--- config.mk ---
export PLATFORM = sky130hd
export DESIGN_NAME = watchpoint_comparator_slot_table
export DESIGN_NICKNAME = d
export VERILOG_FILES = /design/src/hdl/wpst_pkg.sv /design/src/hdl/wpst_ctrl.sv /design/src/hdl/wpst_dp.sv /design/src/hdl/watchpoint_comparator_slot_table.sv
export SDC_FILE = /design/constraint.sdc
export NUM_CORES = 1
export LEC_CHECK = 0
export BUFFER_PORTS_ARGS = -buffer_cell sky130_fd_sc_hd__buf_4
export CAP_MARGIN = 20
export CORE_MARGIN = 2
export CORE_UTILIZATION = 52
export CTS_BUF_LIST = sky130_fd_sc_hd__clkbuf_8
export CTS_CLUSTER_SIZE = 16
export DETAILED_ROUTE_END_ITERATION = 16
export HOLD_SLACK_MARGIN = 0.1
export PLACE_DENSITY = 0.83
export SKIP_CTS_REPAIR_TIMING = 1
export SLEW_MARGIN = 10
export SYNTH_ARGS = -nofsm -noshare
export SYNTH_HDL_FRONTEND = slang
export SYNTH_SLANG_ARGS = --single-unit
--- constraint.sdc ---
create_clock -name clk -period 7.3 [get_ports clk]
set_input_delay 1.095 -clock clk [delete_from_list [all_inputs] [get_ports clk]]
set_output_delay 1.095 -clock clk [all_outputs]
set_load 0.03 [all_outputs]
--- src/hdl/wpst_pkg.sv ---
// Shared types, constants and field layout for the watchpoint slot table.
package wpst_pkg;

  localparam int NUM_SLOTS = 4;
  localparam int SLOT_W    = (NUM_SLOTS > 1) ? $clog2(NUM_SLOTS) : 1;
  localparam int FLAG_CNT  = 4;

  // request codes
  localparam logic [1:0] REQ_SET   = 2'd0;
  localparam logic [1:0] REQ_CLEAR = 2'd1;
  localparam logic [1:0] REQ_CHECK = 2'd2;
  localparam logic [1:0] REQ_BAD   = 2'd3;

  // status codes
  localparam logic [1:0] ST_OK     = 2'd0;
  localparam logic [1:0] ST_INVAL  = 2'd1;
  localparam logic [1:0] ST_NOSLOT = 2'd2;

  // function and mask codes
  localparam logic [2:0] FN_FREE   = 3'd0;
  localparam logic [2:0] FN_READ   = 3'd5;
  localparam logic [2:0] FN_WRITE  = 3'd6;
  localparam logic [2:0] FN_ACCESS = 3'd7;
  localparam logic [1:0] MASK_BYTE = 2'd0;
  localparam logic [1:0] MASK_HALF = 2'd1;
  localparam logic [1:0] MASK_WORD = 2'd3;
  localparam logic [23:0] DATASIZE_WORD = 24'h000800;

  // access kinds and lengths
  localparam logic [7:0] KIND_WRITE  = 8'd2;
  localparam logic [7:0] KIND_READ   = 8'd3;
  localparam logic [7:0] KIND_ACCESS = 8'd4;
  localparam logic [7:0] LEN_BYTE    = 8'd1;
  localparam logic [7:0] LEN_HALF    = 8'd2;
  localparam logic [7:0] LEN_WORD    = 8'd4;

  // register indexes
  localparam logic REG_SLOTS = 1'b0;
  localparam logic REG_V6M   = 1'b1;

  localparam int IN_DATA_W  = 56;
  localparam int OUT_DATA_W = 96;

  typedef struct packed {
    logic load_req;
    logic execute;
  } wpst_cmd_t;

  typedef struct packed {
    logic out_full;
  } wpst_sts_t;

endpackage

--- src/hdl/wpst_ctrl.sv ---
// Request sequencer: accept, execute, hand off to the output register.
module wpst_ctrl (
  input  logic              clk,
  input  logic              rst_n,
  input  logic              in_tvalid,
  output logic              in_tready,
  input  wpst_pkg::wpst_sts_t sts,
  output wpst_pkg::wpst_cmd_t cmd
);
  import wpst_pkg::*;

  typedef enum logic {S_IDLE, S_EXEC} state_t;

  state_t state_r;
  logic   rdy_r;

  always_comb begin
    cmd.load_req = in_tvalid && rdy_r;
    cmd.execute  = (state_r == S_EXEC) && !sts.out_full;
  end

  assign in_tready = rdy_r;

  always_ff @(posedge clk) begin
    if (!rst_n) begin
      state_r <= S_IDLE;
      rdy_r   <= 1'b1;
    end else begin
      case (state_r)
        S_IDLE: begin
          if (cmd.load_req) begin
            state_r <= S_EXEC;
            rdy_r   <= 1'b0;
          end
        end
        S_EXEC: begin
          if (cmd.execute) begin
            state_r <= S_IDLE;
            rdy_r   <= 1'b1;
          end
        end
        default: begin
          state_r <= S_IDLE;
          rdy_r   <= 1'b1;
        end
      endcase
    end
  end

endmodule

--- src/hdl/wpst_dp.sv ---
// Slot table, request register, slot search and result register.
module wpst_dp (
  input  logic                                 clk,
  input  logic                                 rst_n,
  input  wpst_pkg::wpst_cmd_t                  cmd,
  output wpst_pkg::wpst_sts_t                  sts,
  input  logic [2:0]                           slots_in_use,
  input  logic                                 v6m_mode,
  input  logic [1:0]                           in_func,
  input  logic [wpst_pkg::IN_DATA_W-1:0]       in_data,
  output logic                                 out_valid,
  input  logic                                 out_ready,
  output logic [1:0]                           out_status,
  output logic [wpst_pkg::OUT_DATA_W-1:0]      out_data
);
  import wpst_pkg::*;

  // request register
  logic [1:0]  func_r;
  logic [7:0]  kind_r;
  logic [31:0] addr_r;
  logic [7:0]  len_r;
  logic [3:0]  flags_r;

  // slot table
  logic [2:0]  slot_fn_r   [NUM_SLOTS];
  logic [31:0] slot_addr_r [NUM_SLOTS];
  logic [1:0]  slot_mask_r [NUM_SLOTS];

  // result register
  logic        out_valid_r;
  logic [1:0]  status_r;
  logic        hit_r;
  logic [31:0] hit_addr_r;
  logic [1:0]  slot_idx_r;
  logic        we_r;
  logic [31:0] comp_r;
  logic [1:0]  mask_r;
  logic [23:0] fn_word_r;

  logic [1:0]  status_nxt;
  logic        hit_nxt;
  logic [31:0] hit_addr_nxt;
  logic [1:0]  slot_idx_nxt;
  logic        we_nxt;
  logic [31:0] comp_nxt;
  logic [1:0]  mask_nxt;
  logic [23:0] fn_word_nxt;

  logic              len_ok, kind_ok;
  logic [1:0]        mk;
  logic [2:0]        fn;
  logic [NUM_SLOTS-1:0] hit_vec;
  logic [SLOT_W-1:0] idx;
  logic              found;
  logic              wr_set, wr_clr;

  always_ff @(posedge clk) begin
    if (cmd.load_req) begin
      func_r  <= in_func;
      kind_r  <= in_data[7:0];
      addr_r  <= in_data[39:8];
      len_r   <= in_data[47:40];
      flags_r <= in_data[51:48];
    end
  end

  // argument decode
  always_comb begin
    len_ok = 1'b1;
    mk     = MASK_BYTE;
    case (len_r)
      LEN_BYTE: mk = MASK_BYTE;
      LEN_HALF: mk = MASK_HALF;
      LEN_WORD: mk = MASK_WORD;
      default:  len_ok = 1'b0;
    endcase
    kind_ok = 1'b1;
    fn      = FN_FREE;
    case (kind_r)
      KIND_WRITE:  fn = FN_WRITE;
      KIND_READ:   fn = FN_READ;
      KIND_ACCESS: fn = FN_ACCESS;
      default:     kind_ok = 1'b0;
    endcase
  end

  // per-slot candidate vector, depends on request
  always_comb begin
    for (int i = 0; i < NUM_SLOTS; i++) begin
      logic active;
      active = (i < int'(slots_in_use));
      case (func_r)
        REQ_SET:   hit_vec[i] = active && (slot_fn_r[i] == FN_FREE);
        REQ_CLEAR: hit_vec[i] = active && (slot_fn_r[i] != FN_FREE) &&
                                (slot_fn_r[i] == fn) && (slot_addr_r[i] == addr_r) &&
                                (slot_mask_r[i] == mk);
        REQ_CHECK: hit_vec[i] = active && (i < FLAG_CNT) &&
                                (slot_fn_r[i] != FN_FREE) && flags_r[i % FLAG_CNT];
        default:   hit_vec[i] = 1'b0;
      endcase
    end
  end

  // lowest set candidate
  always_comb begin
    idx   = '0;
    found = 1'b0;
    for (int i = NUM_SLOTS - 1; i >= 0; i--) begin
      if (hit_vec[i]) begin
        idx   = SLOT_W'(i);
        found = 1'b1;
      end
    end
  end

  always_comb begin
    status_nxt   = ST_OK;
    hit_nxt      = 1'b0;
    hit_addr_nxt = '0;
    slot_idx_nxt = '0;
    we_nxt       = 1'b0;
    comp_nxt     = '0;
    mask_nxt     = '0;
    fn_word_nxt  = '0;
    wr_set       = 1'b0;
    wr_clr       = 1'b0;
    case (func_r)
      REQ_CHECK: begin
        if (found) begin
          hit_nxt      = 1'b1;
          hit_addr_nxt = slot_addr_r[idx];
        end
      end
      REQ_SET, REQ_CLEAR: begin
        if (!(len_ok && kind_ok)) begin
          status_nxt = ST_INVAL;
        end else if (!found) begin
          status_nxt = ST_NOSLOT;
        end else begin
          slot_idx_nxt = 2'(idx);
          we_nxt       = 1'b1;
          if (func_r == REQ_SET) begin
            wr_set      = 1'b1;
            comp_nxt    = addr_r;
            mask_nxt    = mk;
            fn_word_nxt = {21'd0, fn} | (v6m_mode ? 24'd0 : DATASIZE_WORD);
          end else begin
            wr_clr   = 1'b1;
            comp_nxt = slot_addr_r[idx];
            mask_nxt = slot_mask_r[idx];
          end
        end
      end
      default: status_nxt = ST_INVAL;
    endcase
  end

  // table update
  always_ff @(posedge clk) begin
    if (!rst_n) begin
      for (int i = 0; i < NUM_SLOTS; i++) begin
        slot_fn_r[i]   <= FN_FREE;
        slot_addr_r[i] <= '0;
        slot_mask_r[i] <= MASK_BYTE;
      end
    end else if (cmd.execute) begin
      if (wr_set) begin
        slot_fn_r[idx]   <= fn;
        slot_addr_r[idx] <= addr_r;
        slot_mask_r[idx] <= mk;
      end else if (wr_clr) begin
        slot_fn_r[idx] <= FN_FREE;
      end
    end
  end

  always_ff @(posedge clk) begin
    if (!rst_n) begin
      out_valid_r <= 1'b0;
    end else if (cmd.execute) begin
      out_valid_r <= 1'b1;
    end else if (out_ready) begin
      out_valid_r <= 1'b0;
    end
  end

  always_ff @(posedge clk) begin
    if (cmd.execute) begin
      status_r   <= status_nxt;
      hit_r      <= hit_nxt;
      hit_addr_r <= hit_addr_nxt;
      slot_idx_r <= slot_idx_nxt;
      we_r       <= we_nxt;
      comp_r     <= comp_nxt;
      mask_r     <= mask_nxt;
      fn_word_r  <= fn_word_nxt;
    end
  end

  assign sts.out_full = out_valid_r && !out_ready;
  assign out_valid    = out_valid_r;
  assign out_status   = status_r;
  assign out_data     = {2'b00, fn_word_r, mask_r, comp_r, we_r, slot_idx_r,
                         hit_addr_r, hit_r};

endmodule

--- src/hdl/watchpoint_comparator_slot_table.sv ---
// Top level of the watchpoint comparator slot table.
//
// Usage:
//   in_*  : request stream. in_tuser carries the request code (set, clear,
//           check); in_tdata carries kind, address, length and matched flags.
//   out_* : one result per request. out_tuser carries the status, out_tdata
//           the check result and the comparator words to write.
//   cfg_* : APB register port. Address 0: slots_in_use, address 4: v6m_mode.
// Flow: an accepted request is captured in the request register, then
//   searched and applied to the slot table in its execute step, which also
//   loads its result into the output register.
// Ordering: the accept/execute sequencer handles one request at a time
//   against the slot table; a new request waits until the last has executed.
// Stall: when out_tready is low the result is held in the output register;
//   a request already taken waits in its execute step until the register
//   drains, and in_tready stays low meanwhile.
// Reset: all slots free, slots_in_use = 4, v6m_mode = 0, no result pending.
module watchpoint_comparator_slot_table (
  input  logic                                clk,
  input  logic                                rst_n,
  input  logic                                in_tvalid,
  output logic                                in_tready,
  // access_kind[7:0], watch_address[39:8], length_bytes[47:40],
  // matched_flags[51:48], zero fill
  input  logic [wpst_pkg::IN_DATA_W-1:0]      in_tdata,
  // func[1:0]
  input  logic [1:0]                          in_tuser,
  output logic                                out_tvalid,
  input  logic                                out_tready,
  // hit[0], hit_address[32:1], slot_index[34:33], write_enable[35],
  // comparator_word[67:36], mask_word[69:68], function_word[93:70], zero fill
  output logic [wpst_pkg::OUT_DATA_W-1:0]     out_tdata,
  // status[1:0]
  output logic [1:0]                          out_tuser,
  input  logic                                cfg_psel,
  input  logic                                cfg_penable,
  input  logic                                cfg_pwrite,
  input  logic [2:0]                          cfg_paddr,
  input  logic [31:0]                         cfg_pwdata,
  output logic [31:0]                         cfg_prdata,
  output logic                                cfg_pready
);
  import wpst_pkg::*;

  wpst_cmd_t  cmd;
  wpst_sts_t  sts;
  logic [2:0] slots_r;
  logic       v6m_r;
  logic       cfg_wr;

  // Register file: written on the APB access phase.
  assign cfg_pready = 1'b1;
  assign cfg_wr     = cfg_psel && cfg_penable && cfg_pwrite && cfg_pready;

  always_ff @(posedge clk) begin
    if (!rst_n) begin
      slots_r <= 3'd4;
      v6m_r   <= 1'b0;
    end else if (cfg_wr) begin
      case (cfg_paddr[2])
        REG_SLOTS: slots_r <= cfg_pwdata[2:0];
        REG_V6M:   v6m_r   <= cfg_pwdata[0];
        default:   ;
      endcase
    end
  end

  always_comb begin
    case (cfg_paddr[2])
      REG_SLOTS: cfg_prdata = {29'd0, slots_r};
      REG_V6M:   cfg_prdata = {31'd0, v6m_r};
      default:   cfg_prdata = '0;
    endcase
  end

  // Sequencer: takes a request, then gates its execute step on the
  // output register having room.
  wpst_ctrl u_ctrl (
    .clk       (clk),
    .rst_n     (rst_n),
    .in_tvalid (in_tvalid),
    .in_tready (in_tready),
    .sts       (sts),
    .cmd       (cmd)
  );

  // Datapath: request register, slot table, search and result register.
  wpst_dp u_dp (
    .clk          (clk),
    .rst_n        (rst_n),
    .cmd          (cmd),
    .sts          (sts),
    .slots_in_use (slots_r),
    .v6m_mode     (v6m_r),
    .in_func      (in_tuser),
    .in_data      (in_tdata),
    .out_valid    (out_tvalid),
    .out_ready    (out_tready),
    .out_status   (out_tuser),
    .out_data     (out_tdata)
  );

`ifndef SYNTHESIS
  // A taken request blocks the next one until it has executed.
  a_one_at_a_time: assert property (@(posedge clk) disable iff (!rst_n)
    in_tvalid && in_tready |=> !in_tready)
    else $error("request accepted while another is in flight");

  // A new result only appears out of the execute step.
  a_result_from_exec: assert property (@(posedge clk) disable iff (!rst_n)
    $rose(out_tvalid) |-> !$past(in_tready))
    else $error("result appeared without an executing request");

  // Comparator writes come only with an ok status.
  a_write_only_ok: assert property (@(posedge clk) disable iff (!rst_n)
    out_tvalid && (out_tuser != ST_OK) |-> !out_tdata[35])
    else $error("write enable set on a failed request");

  // A check never asks for a comparator write.
  a_check_no_write: assert property (@(posedge clk) disable iff (!rst_n)
    out_tvalid && out_tdata[0] |-> !out_tdata[35])
    else $error("hit reported together with a write");
`endif

endmodule
### Yosys cells after proc, flatten, opt, wreduce, memory -nomap -nowiden

Memory sizes are Yosys's and may differ from the RTL's.
Index checks and enable logic that the tools add are counted.

| cells by class | value |
|---|---|
| reductions and logical operators | 55 |
| mux-type cells | 60 |
| $lt $le $gt $ge | 4 |
| bitwise gates (word level) | 4 |
| equality and inequality tests | 22 |

Operators by type and width:

| cell | count |
|---|---|
| $eq 32x32->1 | 4 |
| $mux 32 | 2 |
| $pmux 32 s2 | 1 |
| $mux 1 | 34 |
| $reduce_or 32->1 | 1 |
| $logic_and 1x1->1 | 30 |
| $eq 8x2->1 const B | 3 |
| $or 3x24->24 | 1 |
| $mux 2 | 11 |
| $eq 8x3->1 const B | 2 |
| $eq 3x3->1 | 4 |
| $logic_not 3->1 | 4 |
| $mux 12 | 1 |
| $pmux 1 s3 | 4 |
| $reduce_bool 3->1 | 4 |
| $reduce_and 2->1 | 5 |
| $pmux 3 s3 | 1 |
| $reduce_or 3->1 | 3 |
| $eq 2x2->1 | 4 |
| $eq 8x1->1 const B | 1 |
| $pmux 2 s2 | 2 |
| $lt 1x3->1 const A | 2 |
| $lt 2x3->1 const A | 2 |
| $mux 3 | 2 |
| 12 further kinds | 17 |

| word-level totals | value |
|---|---|
| output and inout port bits | 133 |
| word-level logic and storage cells | 166 |
| flip-flop bits (word level) | 157 |
| bits of input ports | 100 |
| memories kept | 3 |
| RAM bits | 148 |

Memory list:

| name | depth | width | read ports | clocked after memory_dff | wr ports | line | RTL |
|---|---|---|---|---|---|---|---|
| u_dp.slot_addr_r | 4 | 32 | 5 | 0 | 4 | wpst_dp.sv:27 | `logic [31:0] slot_addr_r [NUM_SLOTS];` |
| u_dp.slot_fn_r | 4 | 3 | 4 | 0 | 4 | wpst_dp.sv:26 | `logic [2:0] slot_fn_r [NUM_SLOTS];` |
| u_dp.slot_mask_r | 4 | 2 | 5 | 0 | 4 | wpst_dp.sv:28 | `logic [1:0] slot_mask_r [NUM_SLOTS];` |

### Longest topological paths before layout

Gate-level depths: netlist (run 1).

| depth | value |
|---|---|
| depth after elaboration | 22 |
| depth in mapped cells | 12 |
| mapped depth without buffers | 10 |

### By module

A second synthesis (run 1) with hierarchy kept.

| unflattened totals | value |
|---|---|
| cells, all modules | 1,392 |
| area total of the unflattened synthesis | 15,626.2 um^2 |

Modules (own cells, without submodules):

| module | area each (um^2) | cells an instance | sequential area each (um^2) | times used |
|---|---|---|---|---|
| wpst_dp | 15,087.0 | 1,330 | 8,368.0 | 1 |
| watchpoint_comparator_slot_table | 442.9 | 52 | 80.1 | 1 |
| wpst_ctrl | 96.3 | 10 | 40.0 | 1 |

### Least setup slack after synthesis (run 1)

No wires, ideal clock.

| path | value |
|---|---|
| path kind | in2reg |
| start point | in out_tready |
| end point | mem u_dp.slot_addr_r[0][0], enable pin |
| path buffers | 1 |
| stages on the path | 5 |
| data arrival time | 6,339 ps |
| setup time | 473 ps |
| required time | 6,827 ps |
| path slack | 488 ps |
| cell sequence | nand2b_1 > and2_1 > clkbuf_1 > nand3_1 > o21ai_0 |

RTL lines:

| item | line | RTL |
|---|---|---|
| start, declared | watchpoint_comparator_slot_table.sv:29 | `input logic out_tready,` |
| end, declared | wpst_dp.sv:27 |  |

==> metrics.yaml, run 1 <==
run_status:
  status: "finished clean"
setup_path:
  cp-end-kind: "flop"
  path_max_fanout: 66
  startpoint_type: "flop"
  rrSetupSlack_ns: 2.68
  worst_ep_required_time_ns: 7.53
  critPathArrivalTime_ns: 4.85
  r2r-start: "u_dp.kind_r[7]$_DFFE_PP_"
  critPathLaunch: "u_dp.kind_r[7]$_DFFE_PP_"
  path_class: "flop to flop"
final_layout:
  layout_commonest_cell: "edfxtp_1"
  layout-drive-gt1-share_pct: 22.1
  utilization_pct: 59.7
  stdcell_count: 1576
  finalNetCount: 1299
  antenna_cells: 0
  areaGrowthSynthToFinish_pct: 13.3
  final_cell_mix: "278 x edfxtp_1, 158 x buf_4, 106 x xnor2_1, 68 x and3_1, 66 x and2_1"
  fill_cells: 2110
hold_path:
  hold_path_startpoint: "u_ctrl.in_tready$_SDFFE_PN1P_"
  hp-class: "flop to flop"
global_route:
  grt_pass1_vias: 9302
  antenna_found_initial: 1
  grt_max_degree: 77
  grt.total_usage_pct: 24.2
  grt_pass1_wl_um: 52700
  grt_remaining_overflow: 0
power_and_ir_drop:
  total_power_w: 0.00363
  ir_worst_vdd_uv: 124
  leakage_nw: 6.12
  cellPowerDensity_nw_per_um2: 226
logic_synthesis:
  async_reset_ff_share_pct: 0
  synth-main-ff-cell: "edfxtp_1"
  syn_area_um2: 14200
  ys_ff_latch: 285
  yosysWarnings: 0
  synthCells: 1082
  yosysSeqAreaShare_pct: 59.9
  ys_types: 60
  postSynthAreaPerCell_um2: 13.1
  synth-edff-count: 278
drt:
  dr.first_iter.drc_count: 1080
  wl_per_cell_um: 22.0
  ant_nets: 0
  viasPerCell: 5.92
  firstDrtPassIters: 6
  drcViolationCount: 0
  vias: 9330
  wl_um: 34700
timing:
  tns_ns: 0
  rsz0062_at_grt: "no"
  hold_slack_ns: 0.499
  min_period_over_period_pct: 63.3
  fin_crit_ns: 4.62
  slew_viol_final: 0
  setup_viol: 0
  finalHoldViolations: 0
  clock_skew_ns: 0.0226
  fmaxAchievable_mhz: 216
  slew_headroom_pct: 22.9
  tightest_slew_ns: 1.16
clocking:
  clock_latency_ns: 0.58
  clock-sinks: 285
  clk_pin_slew_ns: 0.06
  root_buffer: "clkbuf_8"
  cts_buffer_depth: 3
  cts_max_level: 2
  cts-buffers-inserted: 48
  cts_tree: "built"
die:
  start_util_pct: 52.7
  ios: 233
  coreArea_um2: 26900
  num_rows: 60
  dieHeight_um: 169
  dieArea_um2: 28600
  die_w_um: 169
place:
  placement.io_buffers: 145
  numPlacedInstances: 1490
  dp_hpwl_um: 23300
  gp_congestion: 0.938
job:
  drv_cap: 0
## worst max-delay path: stages (launching register included)
cell and delay (ns):
edfxtp_1 0.39, or4_4 0.61, nor4_4 0.42, xnor2_1 0.19, nand4_1 0.20, o31ai_4 0.53
buf_4 0.65, nand3_1 0.21, o21ai_2 0.57, buf_4 0.46
## synth_stat cells (all sizes together), types with 18 or more instances
library cell / n / area (um^2)
edfxtp: 278 / 8350
xnor2: 106 / 928
buf: 73 / 558
and2: 69 / 433
and3: 68 / 425
clkbuf: 68 / 265
nand2: 50 / 188
xor2: 38 / 333
mux2i: 36 / 360
a22oi: 34 / 255
o22ai: 33 / 206
o221ai: 32 / 468
nand4: 29 / 181
nor2: 23 / 86.3
nor4: 18 / 158
## metal layers
layer | up-vias | GRT usage, % | part of all wire (%)
met5 | - | 0 | 0.035
met4 | 2 | 9.55 | 3.7
met3 | 104 | 5.05 | 10
met2 | 535 | 40.8 | 49
met1 | 4526 | 31.0 | 38
li1 | 4163 | - | -
## cell type report
cell class	instances	area (um^2)	area share, %
flip-flops and latches	285	8490	52.9
clock inverters	36	145	0.904
clock buffers	50	688	4.29
inverters	7	26.3	0.164
multi-input cells	699	5090	31.7
repair buffers	158	1190	7.39
well taps	341	427	2.66
## registers in the layout, indices dropped and copies added, names as in the netlist, 2 cells and up
| signal | cells |
|---|---|
| u_dp.slot_addr_r | 128 |
| u_dp.addr_r | 32 |
| u_dp.comp_r | 32 |
| u_dp.hit_addr_r | 32 |
| u_dp.slot_fn_r | 12 |
| u_dp.kind_r | 8 |
| u_dp.len_r | 8 |
| u_dp.slot_mask_r | 8 |
| u_dp.flags_r | 4 |
| u_dp.fn_word_r | 4 |
| slots_r | 3 |
| u_dp.func_r | 2 |
| u_dp.mask_r | 2 |
| u_dp.out_status | 2 |
| u_dp.slot_idx_r | 2 |
## logic make-up after synthesis
family / count (synthesis) / synth area share, %
other: 2 / 0.0530
AND/OR/NAND/NOR: 330 / 13.8
XOR/XNOR: 144 / 8.90
multiplexers: 38 / 2.70
flip-flops: 285 / 59.9
buffers and inverters: 148 / 6.00
AO/OA/AOI/OAI: 135 / 8.64
## through the flow
step                instance area [um^2]  setup WS, ns
floorplan                          14400         0.488
global placement                   15200          2.79
detailed placement                 15200          2.75
finish                             16100          2.68
global route                       16100          2.48
CTS                                16100          2.71
## worst paths after layout
path                                                              to  cells past startpoint
worst max register to register  u_dp.slot_addr_r[0][1]$_SDFFCE_PN0P_                      9
worst max-delay path            u_dp.slot_addr_r[0][1]$_SDFFCE_PN0P_                      9
worst min-delay path                   u_ctrl.in_tready$_SDFFE_PN1P_                      2
worst min register to register         u_ctrl.in_tready$_SDFFE_PN1P_                      2
## report_power, final
group | total (W) | leakage [nW] | internal (W) | switching, W
logic | 0.000414 | 2.76 | 0.000140 | 0.000274
clock network | 0.00126 | 0.500 | 0.000630 | 0.000627
registers | 0.00196 | 2.86 | 0.00188 | 0.0000795
total | 0.00363 | 6.12 | 0.00265 | 0.000980
Note: power is estimated with default switching activity, not from simulation.
==> run 2: changes to the inputs <==
--- a/config.mk
+++ b/config.mk
@@ -5,6 +5,7 @@
 export SDC_FILE = /design/constraint.sdc
 export NUM_CORES = 1
 export LEC_CHECK = 0
+export ABC_AREA = 1
 export BUFFER_PORTS_ARGS = -buffer_cell sky130_fd_sc_hd__buf_4
 export CAP_MARGIN = 20
 export CORE_MARGIN = 2
@@ -13,7 +14,7 @@
 export CTS_CLUSTER_SIZE = 16
 export DETAILED_ROUTE_END_ITERATION = 16
 export HOLD_SLACK_MARGIN = 0.1
-export PLACE_DENSITY = 0.83
+export PLACE_DENSITY = 0.86
 export SKIP_CTS_REPAIR_TIMING = 1
 export SLEW_MARGIN = 10
 export SYNTH_ARGS = -nofsm -noshare
==> constraint.sdc (replaced) <==
create_clock -name clk -period 3.9 [get_ports clk]
set_input_delay 0.585 -clock clk [delete_from_list [all_inputs] [get_ports clk]]
set_output_delay 0.585 -clock clk [all_outputs]
set_load 0.03 [all_outputs]
==> metrics.yaml, run 2 <==
setup_path:
  critPathArrivalTime_ns: 3.83
  startpoint_type: "flop"
  r2r_cells: 18
  crit_path_end: "u_dp.comp_r[21]$_SDFFCE_PN0P_"
  path_class: "flop to flop"
  rrSetupSlack_ns: 0.39
  r2r_end: "u_dp.comp_r[21]$_SDFFCE_PN0P_"
  cp-end-kind: "flop"
  critPathLaunch: "u_dp.func_r[0]$_DFFE_PP_"
  path_max_fanout: 66
  worst_ep_required_time_ns: 4.22
  r2r-start: "u_dp.func_r[0]$_DFFE_PP_"
clocking:
  cts_max_level: 2
  clock_latency_ns: 0.58
  cts_buffer_depth: 3
  clock-sinks: 285
  cts-buffers-inserted: 47
  cts_tree: "built"
  clk_pin_slew_ns: 0.06
  root_buffer: "clkbuf_8"
final_layout:
  stdcell_count: 2387
  fill_cells: 2350
  layout-drive-gt1-share_pct: 13.5
  layout_commonest_cell: "nand2_1"
  final_cell_mix: "500 x nand2_1, 291 x inv_1, 278 x edfxtp_1, 238 x nor2_1, 200 x nand3_1"
  utilization_pct: 60.9
  antenna_cells: 0
  finalNetCount: 2066
  largest-register: "u_dp.slot_addr_r"
  areaGrowthSynthToFinish_pct: 15.7
  largest_reg_flops: 128
timing:
  finalHoldViolations: 0
  rsz0062_at_grt: "no"
  min_period_over_period_pct: 89.9
  fmaxAchievable_mhz: 285
  tightest_slew_ns: 0.860
  tns_ns: 0
  setup_viol: 0
  clock_skew_ns: 0.0253
  slew_viol_final: 0
  fin_crit_ns: 3.51
  slew_headroom_pct: 42.6
  finalWorstSetupSlack_ns: 0.392
die:
  start_util_pct: 52.6
  num_rows: 62
  coreArea_um2: 28600
  dieArea_um2: 30300
  ios: 233
  dieHeight_um: 174
  die_w_um: 174
drt:
  ant_nets: 0
  wl_um: 41000
  wl_per_cell_um: 17.2
  firstDrtPassIters: 6
  viasPerCell: 5.38
  drcViolationCount: 0
  dr.first_iter.drc_count: 1920
  vias: 12800
logic_synthesis:
  synth_most_common_cell: "nand2_1"
  syn_area_um2: 15100
  synth-main-ff-cell: "edfxtp_1"
  synth_area_leader_cell: "edfxtp_1"
  yosysSeqAreaShare_pct: 56.3
  async_reset_ff_share_pct: 0
  synth_common_cells: "501 x nand2_1, 280 x inv_1, 278 x edfxtp_1"
  ys_types: 32
  synthCells: 1810
  synth_top_area_share_pct: 55.4
  postSynthAreaPerCell_um2: 8.32
  yosysWarnings: 0
  synth-edff-count: 278
  ys_ff_latch: 285
  netlist_top_cells_area: "edfxtp_1 55%, nand2_1 12%, inv_1 7.0%"
power_and_ir_drop:
  total_power_w: 0.00748
  pwr-share-seq_pct: 48.5
  p_clk_share_pct: 37.7
  cellPowerDensity_nw_per_um2: 429
  p_switching_w: 0.00209
  ir_worst_vdd_uv: 340
  power.internal_w: 0.00539
  leakage_nw: 8.28
  swShare_pct: 27.9
  power_frac_comb_pct: 13.8
global_route:
  grt_use_met3_pct: 5.03
  grt_max_degree: 70
  grtUsageMet2_pct: 44.7
  use_met1_pct: 32.0
  grt_remaining_overflow: 0
  grt_pass1_wl_um: 62700
  grt.total_usage_pct: 26.4
  antenna_found_initial: 0
  busiest_layer: "met2"
  grt_pass1_vias: 12500
place:
  gp_congestion: 0.965
  numPlacedInstances: 2301
  dp_hpwl_um: 27200
  placement.io_buffers: 145
  dp_worst_setup_slack_ns: 0.545
job:
  drv_cap: 0
hold_path:
  hp-class: "input pin to flop"
run_status:
  status: "finished clean"
-- run 2: kinds of logic after synthesis --
family	after synthesis	synth area share (%)
other cells	2	0.0499
buf+inv	407	11.8
flops	285	56.3
simple gates	974	26.7
xor+xnor	14	0.814
compound gates	128	4.34
-- run 2: power groups by stage --
stage,clock (W),combinational (W),sequential [W]
floorplan,0,0.000630,0.00375
finish,0.00282,0.00103,0.00363
CTS,0.00284,0.00102,0.00362
detailed placement,0,0.00101,0.00369
global route,0.00296,0.00111,0.00364
global placement,0,0.000987,0.00368
-- run 2: layout make-up --
| type | count | area [um^2] | area share [%] |
|---|---|---|---|
| clock inverter | 37 | 324 | 1.86 |
| timing repair buffer | 172 | 1370 | 7.84 |
| sequential | 285 | 8490 | 48.7 |
| inverter | 292 | 1100 | 6.30 |
| tap | 384 | 480 | 2.76 |
| clock buffer | 49 | 674 | 3.87 |
| multi-input combinational | 1168 | 4990 | 28.7 |
-- run 2: per-layer routing --
metal | vias to the layer above | part of all wire (%)
met4 | 0 | 4.8
li1 | 6000 | -
met2 | 875 | 48
met1 | 5798 | 37
met3 | 171 | 11
met5 | - | 0
-- run 2: worst min-delay path by stage --
stage,start,end,depth (start not counted)
detailed placement,u_ctrl.in_tready$_SDFFE_PN1P_,u_ctrl.in_tready$_SDFFE_PN1P_,2
global route,in_tdata[48],u_dp.flags_r[0]$_DFFE_PP_,1
global placement,u_ctrl.in_tready$_SDFFE_PN1P_,u_ctrl.in_tready$_SDFFE_PN1P_,2
floorplan,v6m_r$_SDFFE_PN0P_,v6m_r$_SDFFE_PN0P_,2
finish,in_tdata[16],u_dp.addr_r[8]$_DFFE_PP_,1
CTS,in_tdata[48],u_dp.flags_r[0]$_DFFE_PP_,1
-- run 2: critical path, cell delays in order, from the launching register on --
cell	delay [ns]
edfxtp_1	0.54
nand2_1	0.18
inv_1	0.16
nand2_1	0.07
nor2_1	0.08
nand2_1	0.05
nor2_1	0.12
nand2_1	0.06
nor2_1	0.26
nand3_1	0.12
nand2_1	0.15
nand2_1	0.09
nand2_2	0.07
buf_4	0.64
nand3_1	0.16
nand3_1	0.18
nand3_1	0.11
nand2_1	0.12
inv_1	0.05
-- run 2: per-stage QoR --
stage | hold slack, ns | cell area, um^2
after floorplan | 0.438 | 15300
after global placement | 0.461 | 16400
after detailed placement | 0.482 | 16400
after CTS | 0.162 | 17400
after global routing | 0.168 | 17400
final | 0.182 | 17400
